**src/ordered_key_value_table_macros.svh**
```systemverilog
// Assertion macros for the ordered key-value table.
// Used by the controller; no other dependencies.
`ifndef ORDERED_KEY_VALUE_TABLE_MACROS_SVH
`define ORDERED_KEY_VALUE_TABLE_MACROS_SVH

`ifndef SYNTH

`define OKVT_ASSERT_IMPL(label, clk, rstn, ante, cons) \
    label: assert property (@(posedge clk) disable iff (!rstn) (ante) |-> (cons)) \
        else $error("okvt: same-cycle check failed");

`define OKVT_ASSERT_NEXT(label, clk, rstn, ante, cons) \
    label: assert property (@(posedge clk) disable iff (!rstn) (ante) |=> (cons)) \
        else $error("okvt: next-cycle check failed");

`else

`define OKVT_ASSERT_IMPL(label, clk, rstn, ante, cons)

`define OKVT_ASSERT_NEXT(label, clk, rstn, ante, cons)

`endif

`endif

```
**src/okvt_pkg.sv**
```systemverilog
// Shared constants, opcodes and request/result types of the ordered key-value table.
// No dependencies.
package okvt_pkg;

    localparam int ENTRIES    = 16;
    localparam int KEY_BITS   = 32;
    localparam int VALUE_BITS = 32;

    localparam int IDX_W = (ENTRIES > 1) ? $clog2(ENTRIES) : 1;
    localparam int CNT_W = $clog2(ENTRIES + 1);
    localparam int ENT_W = KEY_BITS + VALUE_BITS;

    localparam int OP_W      = 3;
    localparam int KEY_W     = 32;
    localparam int VAL_W     = 32;
    localparam int IDX_IN_W  = 4;
    localparam int CNT_OUT_W = 5;

    typedef enum logic [OP_W-1:0] {
        OP_INSERT     = 3'd0,
        OP_UPDATE     = 3'd1,
        OP_INS_OR_UPD = 3'd2,
        OP_ERASE      = 3'd3,
        OP_LOOKUP     = 3'd4,
        OP_READ_INDEX = 3'd5
    } op_t;

    typedef struct packed {
        logic [OP_W-1:0]       op;
        logic [KEY_BITS-1:0]   key;
        logic [VALUE_BITS-1:0] val;
        logic [IDX_IN_W-1:0]   index;
    } req_t;

    typedef struct packed {
        logic                 ok;
        logic [KEY_W-1:0]     key;
        logic [VAL_W-1:0]     val;
        logic [CNT_OUT_W-1:0] count;
    } res_t;

endpackage

```
**src/okvt_ram.sv**
```systemverilog
// Generic simple dual-port RAM: one write port, one read port, registered read data.
// No dependencies.
module okvt_ram #(
    parameter int WIDTH = 8,
    parameter int DEPTH = 16,
    localparam int AW   = (DEPTH > 1) ? $clog2(DEPTH) : 1
) (
    input  logic             aclk,
    input  logic             wr_en,
    input  logic [AW-1:0]    wr_addr,
    input  logic [WIDTH-1:0] wr_data,
    input  logic [AW-1:0]    rd_addr,
    output logic [WIDTH-1:0] rd_data
);

    logic [WIDTH-1:0] mem [DEPTH];

    always_ff @(posedge aclk) begin
        if (wr_en) begin
            mem[wr_addr] <= wr_data;
        end
    end

    always_ff @(posedge aclk) begin
        rd_data <= mem[rd_addr];
    end

endmodule

```
**src/okvt_ctrl.sv**
```systemverilog
// Request sequencer: key scan, insert/update write-back and erase compaction over the entry RAM.
// Depends on okvt_pkg, okvt_ram and the assertion macro header.
`include "ordered_key_value_table_macros.svh"

module okvt_ctrl
    import okvt_pkg::*;
(
    input  logic aclk,
    input  logic aresetn,
    input  logic req_valid,
    output logic req_ready,
    input  req_t req,
    output logic res_valid,
    input  logic res_ready,
    output res_t res
);

    typedef enum logic [5:0] {
        ST_IDLE   = 6'b000001,
        ST_SEARCH = 6'b000010,
        ST_IDX_RD = 6'b000100,
        ST_ACT    = 6'b001000,
        ST_SHIFT  = 6'b010000,
        ST_DONE   = 6'b100000
    } state_t;

    state_t                state_reg, state_next;
    logic [OP_W-1:0]       op_reg, op_next;
    logic [KEY_BITS-1:0]   key_reg, key_next;
    logic [VALUE_BITS-1:0] val_reg, val_next;
    logic [IDX_IN_W-1:0]   idx_reg, idx_next;
    logic [CNT_W-1:0]      count_reg, count_next;
    logic [CNT_W-1:0]      scan_reg, scan_next;
    logic                  chk_valid_reg, chk_valid_next;
    logic [IDX_W-1:0]      chk_addr_reg, chk_addr_next;
    logic                  found_reg, found_next;
    logic [IDX_W-1:0]      pos_reg, pos_next;
    logic [VALUE_BITS-1:0] ent_val_reg, ent_val_next;
    res_t                  res_reg, res_next;

    logic                  wr_en;
    logic [IDX_W-1:0]      wr_addr;
    logic [ENT_W-1:0]      wr_data;
    logic [IDX_W-1:0]      rd_addr;
    logic [ENT_W-1:0]      rd_data;
    logic [KEY_BITS-1:0]   rd_key;
    logic [VALUE_BITS-1:0] rd_val;
    logic                  issue;
    logic                  full;
    logic                  idx_ok;

    okvt_ram #(
        .WIDTH(ENT_W),
        .DEPTH(ENTRIES)
    ) u_ram (
        .aclk    (aclk),
        .wr_en   (wr_en),
        .wr_addr (wr_addr),
        .wr_data (wr_data),
        .rd_addr (rd_addr),
        .rd_data (rd_data)
    );

    assign rd_key    = rd_data[ENT_W-1:VALUE_BITS];
    assign rd_val    = rd_data[VALUE_BITS-1:0];
    assign issue     = scan_reg < count_reg;
    assign full      = count_reg == CNT_W'(ENTRIES);
    assign idx_ok    = 32'(idx_reg) < 32'(count_reg);
    assign req_ready = state_reg == ST_IDLE;
    assign res_valid = state_reg == ST_DONE;
    assign res       = res_reg;

    always_comb begin
        state_next     = state_reg;
        op_next        = op_reg;
        key_next       = key_reg;
        val_next       = val_reg;
        idx_next       = idx_reg;
        count_next     = count_reg;
        scan_next      = scan_reg;
        chk_valid_next = chk_valid_reg;
        chk_addr_next  = chk_addr_reg;
        found_next     = found_reg;
        pos_next       = pos_reg;
        ent_val_next   = ent_val_reg;
        res_next       = res_reg;
        wr_en          = 1'b0;
        wr_addr        = count_reg[IDX_W-1:0];
        wr_data        = {key_reg, val_reg};
        rd_addr        = scan_reg[IDX_W-1:0];

        unique case (state_reg)
            ST_IDLE: begin
                if (req_valid) begin
                    op_next        = req.op;
                    key_next       = req.key;
                    val_next       = req.val;
                    idx_next       = req.index;
                    scan_next      = '0;
                    chk_valid_next = 1'b0;
                    found_next     = 1'b0;
                    unique case (req.op)
                        OP_INSERT, OP_UPDATE, OP_INS_OR_UPD, OP_ERASE, OP_LOOKUP: begin
                            state_next = ST_SEARCH;
                        end
                        OP_READ_INDEX: begin
                            state_next = ST_IDX_RD;
                        end
                        default: begin
                            state_next = ST_ACT;
                        end
                    endcase
                end
            end
            ST_SEARCH: begin
                // one entry read per cycle, compared in the next cycle
                if (chk_valid_reg && rd_key == key_reg) begin
                    found_next   = 1'b1;
                    pos_next     = chk_addr_reg;
                    ent_val_next = rd_val;
                    state_next   = ST_ACT;
                end else if (!issue) begin
                    found_next = 1'b0;
                    state_next = ST_ACT;
                end else begin
                    chk_valid_next = 1'b1;
                    chk_addr_next  = scan_reg[IDX_W-1:0];
                    scan_next      = scan_reg + CNT_W'(1);
                end
            end
            ST_IDX_RD: begin
                rd_addr    = IDX_W'(idx_reg);
                state_next = ST_ACT;
            end
            ST_ACT: begin
                res_next.ok  = 1'b0;
                res_next.key = '0;
                res_next.val = '0;
                state_next   = ST_DONE;
                unique case (op_reg)
                    OP_INSERT: begin
                        if (!found_reg && !full) begin
                            wr_en       = 1'b1;
                            count_next  = count_reg + CNT_W'(1);
                            res_next.ok = 1'b1;
                        end
                    end
                    OP_UPDATE: begin
                        if (found_reg) begin
                            wr_en       = 1'b1;
                            wr_addr     = pos_reg;
                            res_next.ok = 1'b1;
                        end
                    end
                    OP_INS_OR_UPD: begin
                        if (found_reg) begin
                            wr_en       = 1'b1;
                            wr_addr     = pos_reg;
                            res_next.ok = 1'b1;
                        end else if (!full) begin
                            wr_en       = 1'b1;
                            count_next  = count_reg + CNT_W'(1);
                            res_next.ok = 1'b1;
                        end
                    end
                    OP_ERASE: begin
                        if (found_reg) begin
                            scan_next      = CNT_W'(pos_reg) + CNT_W'(1);
                            chk_valid_next = 1'b0;
                            state_next     = ST_SHIFT;
                        end
                    end
                    OP_LOOKUP: begin
                        if (found_reg) begin
                            res_next.ok  = 1'b1;
                            res_next.val = VAL_W'(ent_val_reg);
                        end
                    end
                    OP_READ_INDEX: begin
                        if (idx_ok) begin
                            res_next.ok  = 1'b1;
                            res_next.key = KEY_W'(rd_key);
                            res_next.val = VAL_W'(rd_val);
                        end
                    end
                    default: begin
                    end
                endcase
                res_next.count = CNT_OUT_W'(count_next);
            end
            ST_SHIFT: begin
                // read entry n, write it to n-1 in the next cycle
                if (chk_valid_reg) begin
                    wr_en   = 1'b1;
                    wr_addr = chk_addr_reg - IDX_W'(1);
                    wr_data = rd_data;
                end
                if (!issue) begin
                    count_next     = count_reg - CNT_W'(1);
                    res_next.ok    = 1'b1;
                    res_next.count = CNT_OUT_W'(count_reg - CNT_W'(1));
                    state_next     = ST_DONE;
                end else begin
                    chk_valid_next = 1'b1;
                    chk_addr_next  = scan_reg[IDX_W-1:0];
                    scan_next      = scan_reg + CNT_W'(1);
                end
            end
            ST_DONE: begin
                if (res_ready) begin
                    state_next = ST_IDLE;
                end
            end
            default: begin
                state_next = ST_IDLE;
            end
        endcase
    end

    always_ff @(posedge aclk) begin
        if (!aresetn) begin
            state_reg     <= ST_IDLE;
            count_reg     <= '0;
            chk_valid_reg <= 1'b0;
        end else begin
            state_reg     <= state_next;
            count_reg     <= count_next;
            chk_valid_reg <= chk_valid_next;
        end
    end

    always_ff @(posedge aclk) begin
        op_reg       <= op_next;
        key_reg      <= key_next;
        val_reg      <= val_next;
        idx_reg      <= idx_next;
        scan_reg     <= scan_next;
        chk_addr_reg <= chk_addr_next;
        found_reg    <= found_next;
        pos_reg      <= pos_next;
        ent_val_reg  <= ent_val_next;
        res_reg      <= res_next;
    end

    `OKVT_ASSERT_IMPL(a_count_bound, aclk, aresetn, 1'b1, count_reg <= CNT_W'(ENTRIES))
    `OKVT_ASSERT_IMPL(a_write_phase, aclk, aresetn, wr_en, state_reg == ST_ACT || state_reg == ST_SHIFT)
    `OKVT_ASSERT_NEXT(a_scan_keeps_count, aclk, aresetn, state_reg == ST_SEARCH, $stable(count_reg))
    `OKVT_ASSERT_NEXT(a_accept_busy, aclk, aresetn, req_valid && req_ready, !req_ready)

endmodule

```
**src/ordered_key_value_table.sv**
```systemverilog
// Top level of the ordered key-value table: port mapping and result output register.
// Depends on okvt_pkg and okvt_ctrl.

// Bounded key-value table (ENTRIES entries) kept in insertion order, one request
// at a time, one result per request. Entries live in a single RAM with one read
// and one write port; keys are found by scanning it one entry per cycle. Insert,
// update, insert-or-update, lookup and erase scan for the key, stopping at a match,
// then act on it; erase of a present key then moves the later entries down. Read by
// index reads the entry directly, and unused opcodes fail without a scan. The next
// request is accepted from the cycle after the result enters the output register.
// The RAM needs no clearing after reset. A result waiting in the output register
// does not stop the next request from being accepted.
module ordered_key_value_table
    import okvt_pkg::*;
(
    input  logic                 aclk,
    input  logic                 aresetn,
    input  logic                 s_valid,
    output logic                 s_ready,
    input  logic [OP_W-1:0]      s_opcode,
    input  logic [KEY_W-1:0]     s_req_key,
    input  logic [VAL_W-1:0]     s_req_value,
    input  logic [IDX_IN_W-1:0]  s_req_index,
    output logic                 m_valid,
    input  logic                 m_ready,
    output logic                 m_ok,
    output logic [KEY_W-1:0]     m_out_key,
    output logic [VAL_W-1:0]     m_out_value,
    output logic [CNT_OUT_W-1:0] m_entry_count_out
);

    req_t req;
    res_t res;
    logic res_valid;
    logic res_ready;
    logic m_valid_reg, m_valid_next;
    res_t m_res_reg, m_res_next;

    assign req.op    = s_opcode;
    assign req.key   = KEY_BITS'(s_req_key);
    assign req.val   = VALUE_BITS'(s_req_value);
    assign req.index = s_req_index;

    okvt_ctrl u_ctrl (
        .aclk      (aclk),
        .aresetn   (aresetn),
        .req_valid (s_valid),
        .req_ready (s_ready),
        .req       (req),
        .res_valid (res_valid),
        .res_ready (res_ready),
        .res       (res)
    );

    assign res_ready = !m_valid_reg || m_ready;

    always_comb begin
        m_valid_next = m_valid_reg;
        m_res_next   = m_res_reg;
        if (m_valid_reg && m_ready) begin
            m_valid_next = 1'b0;
        end
        if (res_valid && res_ready) begin
            m_valid_next = 1'b1;
            m_res_next   = res;
        end
    end

    always_ff @(posedge aclk) begin
        if (!aresetn) begin
            m_valid_reg <= 1'b0;
        end else begin
            m_valid_reg <= m_valid_next;
        end
    end

    always_ff @(posedge aclk) begin
        m_res_reg <= m_res_next;
    end

    assign m_valid           = m_valid_reg;
    assign m_ok              = m_res_reg.ok;
    assign m_out_key         = m_res_reg.key;
    assign m_out_value       = m_res_reg.val;
    assign m_entry_count_out = m_res_reg.count;

endmodule
```
**config.mk**
```make
export PLATFORM = sky130hd
export DESIGN_NAME = ordered_key_value_table
export DESIGN_NICKNAME = d
export VERILOG_FILES = /design/src/okvt_pkg.sv /design/src/okvt_ram.sv /design/src/okvt_ctrl.sv /design/src/ordered_key_value_table.sv
export VERILOG_INCLUDE_DIRS = /design/src /design/src/src
export SDC_FILE = /design/constraint.sdc
export NUM_CORES = 2
export LEC_CHECK = 0
export BUFFER_PORTS_ARGS = -buffer_cell sky130_fd_sc_hd__buf_2
export CAP_MARGIN = 5
export CORE_UTILIZATION = 55
export DETAILED_ROUTE_END_ITERATION = 6
export PLACE_DENSITY = 0.74
export SYNTH_ARGS = -nofsm -noshare
export SYNTH_HDL_FRONTEND = slang
export SYNTH_SLANG_ARGS = --single-unit
```
**constraint.sdc**
```tcl
create_clock -name aclk -period 6.01 [get_ports aclk]
set_input_delay 1.202 -clock aclk [delete_from_list [all_inputs] [get_ports aclk]]
set_output_delay 1.202 -clock aclk [all_outputs]
set_load 0.02 [all_outputs]
```
After elaboration in Yosys (flattened, before gate mapping)
Memories as Yosys holds them, arrays and structs flattened. A register that Yosys moved wholly into a read port is not among the register bits. Cells that the tools add are included.

Memories: 1. RAM bits: 1024. Register bits: 270. Logic and storage cells: 137. Input bits: 75. Output and inout port bits: 72.

Memory list: u_ctrl.u_ram.mem (depth 16, width 64, read ports 1, clocked after memory_dff 1, wr ports 1, RTL line okvt_ram.sv:16) `logic [WIDTH-1:0] mem [DEPTH];`.

Reduce and logical (&&, ||, !) cells: 26. Multiplexer cells: 57. $lt $le $gt $ge: 2. Equal/unequal tests: 25. Add/sub/neg operators: 5.

Operator list (count): two-way mux 64 bit (2); two-way mux 65 bit (1); one-hot mux 32 bit (2 select lines) (1); two-way mux 5 bit (9); two-way mux 6 bit (7); one-hot mux 6 bit (6 select lines) (1); == test 32 bit (1); two-way mux 32 bit (1); two-way mux 4 bit (6); one-hot mux 4 bit (2 select lines) (3); one-hot mux 5 bit (2 select lines) (2); one-hot mux 5 bit (4 select lines) (1); two-way mux 1 bit (17); == test 3 x 2 -> 1 bit, second input constant (4); == test 3 bit, second input constant (4); adder 5 x 1 -> 5 bit, second input constant (2); AND reduction 2 bit (5); inequality test 2 bit, second input constant (4); one-hot mux 1 bit (4 select lines) (2); nonzero test 2 bit (4); == test 3 x 1 -> 1 bit, second input constant (2); == test 6 x 1 -> 1 bit, second input constant (1); == test 6 x 2 -> 1 bit, second input constant (1); == test 6 x 3 -> 1 bit, second input constant (1); other kinds (23) (33).

Longest topological paths before layout
Depth after elaboration: 8. Depth in mapped cells: 11.

Modules after synthesis
A second synthesis with hierarchy kept.

Cells, all modules: 2303. Area total of the unflattened synthesis: 50498.4 µm².

Modules (own cells, without submodules): okvt_ram (cells an instance 1647, instances 1, area an instance 39583.0 µm²); okvt_ctrl (cells an instance 581, instances 1, area an instance 8755.9 µm²); ordered_key_value_table (cells an instance 75, instances 1, area an instance 2159.6 µm²).

Least setup slack after synthesis
Ideal clock, no wire load.

Kind: register -> register. Start point: register u_ctrl.state_reg[0]. End point: memory u_ctrl.u_ram.mem[13][0] (netlist bit) (enable). Data required time: 5523 ps. Setup time: 487 ps. Stages on the path, launching flop included: 9. Data arrival time: 6080 ps. Path slack: -556 ps. Clock period less this slack: 6566 ps. Buffers on the path: 1. Cells stage by stage: dfxtp_1 buf_2 or4_1 or2_2 inv_1 and2_1 a222oi_1 or2_2 nor2_1.

Longest elaborated chain between the ends: 4.

RTL lines: from (decl) (RTL line okvt_ctrl.sv:27) `state_t state_reg, state_next;`; from (signal assigned) (RTL line okvt_ctrl.sv:226) `state_reg <= state_next;`; == test 6 x 5 -> 1 bit / == test 6 x 4 -> 1 bit (equally long branches) (RTL line okvt_ctrl.sv:92) `unique case (state_reg)`; one-hot mux 1 bit (2 select lines) (RTL line okvt_ctrl.sv:92); two-way mux 1 bit (RTL line okvt_ram.sv:19) `if (wr_en) begin`; two-way mux 1 bit (implied by the code) (RTL line okvt_ram.sv:20) `mem[wr_addr] <= wr_data;`; to (decl) (RTL line okvt_ram.sv:16).

Several ways; a longest one is shown, not always the timed one.

Final worst setup path
Start point: register u_ctrl.state_reg[1]. End point: memory u_ctrl.u_ram.mem[1][50] (netlist bit) (enable).

The elaborated chain is that of the path after synthesis.

==> impl_metrics.ini <==
[sta]
slew_violations = 0
final-hold-violation-count = 0
min_period_over_period_pct = 73.8
clock_skew_ns = 0.0334
grt_setup_unrepaired = false
fin_ws_ns = 1.57
setup_violations = 0
worst_slew_pin_slew_ns = 1.29
post-route-min-period_ns = 4.44
slew_headroom_pct = 13.7
fmax_mhz = 225

[route]
ant_nets = 0
routed_wl_um = 140000
wl_met1_um = 53500
detail_route.iter0.violations = 4739
route.met2.wl_um = 65000
wl_per_cell_um = 28.8
viasPerCell = 6.62
vias = 32200
dr.pass1.iters = 7
route.detailed.drc = 0
met3_length_um = 16800
top_layer = met4

[cts]
postCtsSetupBuffers = 0
cts_made_buffers = 136
holdBufCountCts = 0
cts_resized = 0
clockBufferDepth = 3
cts_tree = yes
cts.clk_slew.worst_paths_ns = 0.06
clk_latency_ns = 0.75
htreeDepth = 4
cts.sinks = 1358
cts_root_buf = clkbuf_16

[critical_path]
crit_arrival_ns = 4.79
crit_path_start_kind = register
required_ns = 6.36
rrSetupSlack_ns = 1.57
path_max_fanout = 30
crit_path_end_kind = register
critPathKind = reg -> reg

[synth]
yosysMostFrequentCell = edfxtp_1
synth_top_area_share_pct = 73.5
synth-adder-area-share_pct = 0.287
synthSimpleGateAreaFrac_pct = 8.62
synthXorXnorAreaFrac_pct = 0.569
synth_top_family_by_area = compound AO/OA/AOI/OAI gates
synth_cell_types = 82
synthArstFlopShare_pct = 0
ys.warnings.count = 0
yosys-top-cells-count = edfxtp_1, nand2_1, clkbuf_1
syn_nets = 3449
avgSynthCellArea_sq_um = 15.6
synthFlopType = edfxtp_1
muxShareOfSynthArea_pct = 1.29
synth_area_sq_um = 52400
yosysTopAreaCell = edfxtp_1
synth-edff-count = 1281
ys_seq_elements = 1358
synth_compound_area_share_pct = 10.8
seq_area_frac_synth_pct = 76.4
synthCells = 3362
yosys-top-cells-area = edfxtp_1, nand2_1, dfxtp_1

[power_and_ir_drop]
leakage_nw = 19.6
irDropWorstVdd_v = 0.000285
total_power_mw = 22.8
cellPowerDensity_nw_per_um2 = 385

[flow_run]
drv_cap = 0

[final_layout]
largest_reg_flops = 1024
fin_nets = 3587
drive_above_1_share_pct = 14.5
area_delta_synth_final_pct = 12.8
fin_area_sq_um = 59100
filler_cell_count = 6429

[floorplanning]
initial_core_util_pct = 55.9
row_count = 112
die_w_um = 311
io_pins = 147
core_sq_um = 93700
die-height_um = 311
die_area_sq_um = 96500

[place]
dp_slack_ns = 1.69
placed_cell_area_sq_um = 54800
dpl.hpwl_um = 77300
io_buffers = 146
gp_congestion = 0.887

[global_routing]
grt_pass1_wl_um = 204000
first_global_vias = 31100
antenna_found_initial = 5
grt_remaining_overflow = 0
gr-usage-all-layers_pct = 28.8
grt_max_degree = 73

[run_status]
status = finished clean

[worst_hold_path]
hp-class = reg -> reg
## cells in the final DEF, fill, tap and decap left out, types with 37 or more instances in the layout
cell type / Yosys / layout
a311o_1: 37 / 37
o221ai_1: 88 / 88
o21bai_1: 37 / 37
a311oi_1: 64 / 64
o21ai_0: 52 / 49
buf_2: 47 / 146
nand3_1: 115 / 114
o211ai_1: 37 / 37
o22ai_1: 51 / 51
edfxtp_1: 1281 / 1281
nand2_1: 506 / 504
clkbuf_1: 158 / 46
nor2_1: 58 / 37
and2_1: 38 / 37
and3_1: 110 / 110
buf_4: 7 / 71
dfxtp_1: 77 / 77
clkbuf_16: 0 / 140
a211oi_1: 119 / 117
## power breakdown
group	internal, mW	switching, mW
logic	0.999	2.31
registers	10.8	0.534
clock network	4.62	3.47
total	16.4	6.31
## path summary, 6_finish.rpt
| path | from | endpoint | cells past startpoint |
|---|---|---|---|
| setup / recovery | u_ctrl.state_reg[1]$_SDFFE_PN0P_ | u_ctrl.u_ram.mem[1][50]$_DFFE_PP_ | 6 |
| hold / removal | u_ctrl.res[34]$_DFFE_PP_ | m_out_value[29]$_DFFE_PP_ | 0 |
| setup reg to reg | u_ctrl.state_reg[1]$_SDFFE_PN0P_ | u_ctrl.u_ram.mem[1][50]$_DFFE_PP_ | 6 |
| hold reg to reg | u_ctrl.res[34]$_DFFE_PP_ | m_out_value[29]$_DFFE_PP_ | 0 |
## stage by stage
step	cells	util [%]	setup TNS (ns)	hold slack, ns
6_report	4864	63.0	0	0.398
5_1_grt	4863	63.0	0	0.419
4_1_cts	4863	63.0	0	0.397
3_5_place_dp	4616	58.5	0	0.405
3_3_place_gp	4616	58.5	0	0.401
2_1_floorplan	3362	-	-355.73	0.400
## metal layers
layer	global-route usage, %	vias up
met4	11.2	0
li1	-	13600
met3	6.07	318
met5	0	-
met1	40.5	16100
met2	44.5	2208
## worst max-delay path, stage by stage, from the launching register on
cell     delay [ns]
dfxtp_1        0.42
nor4_1         0.80
nand3_4        0.61
o31ai_1        0.41
nand3_1        0.50
nor2_4         0.65
buf_4          0.61
## cell families after synthesis
logic type | after synthesis
flip-flops | 1358
AND/OR/NAND/NOR | 962
AO/OA/AOI/OAI | 709
buffers and inverters | 255
XOR/XNOR | 34
multiplexers | 32
adder cells (fa/ha/maj) | 12
## area by class of cell
type	count	area, sq um	area share, %
clock inverter	56	495	0.839
sequential	1358	40000	67.8
tap	1254	1570	2.66
inverter	25	95.1	0.161
antenna	1	2.50	0.00424
multi-input combinational	1749	11600	19.7
timing repair buffer	230	1520	2.58
clock buffer	191	3740	6.34
Power figures use the tool's default switching activity.
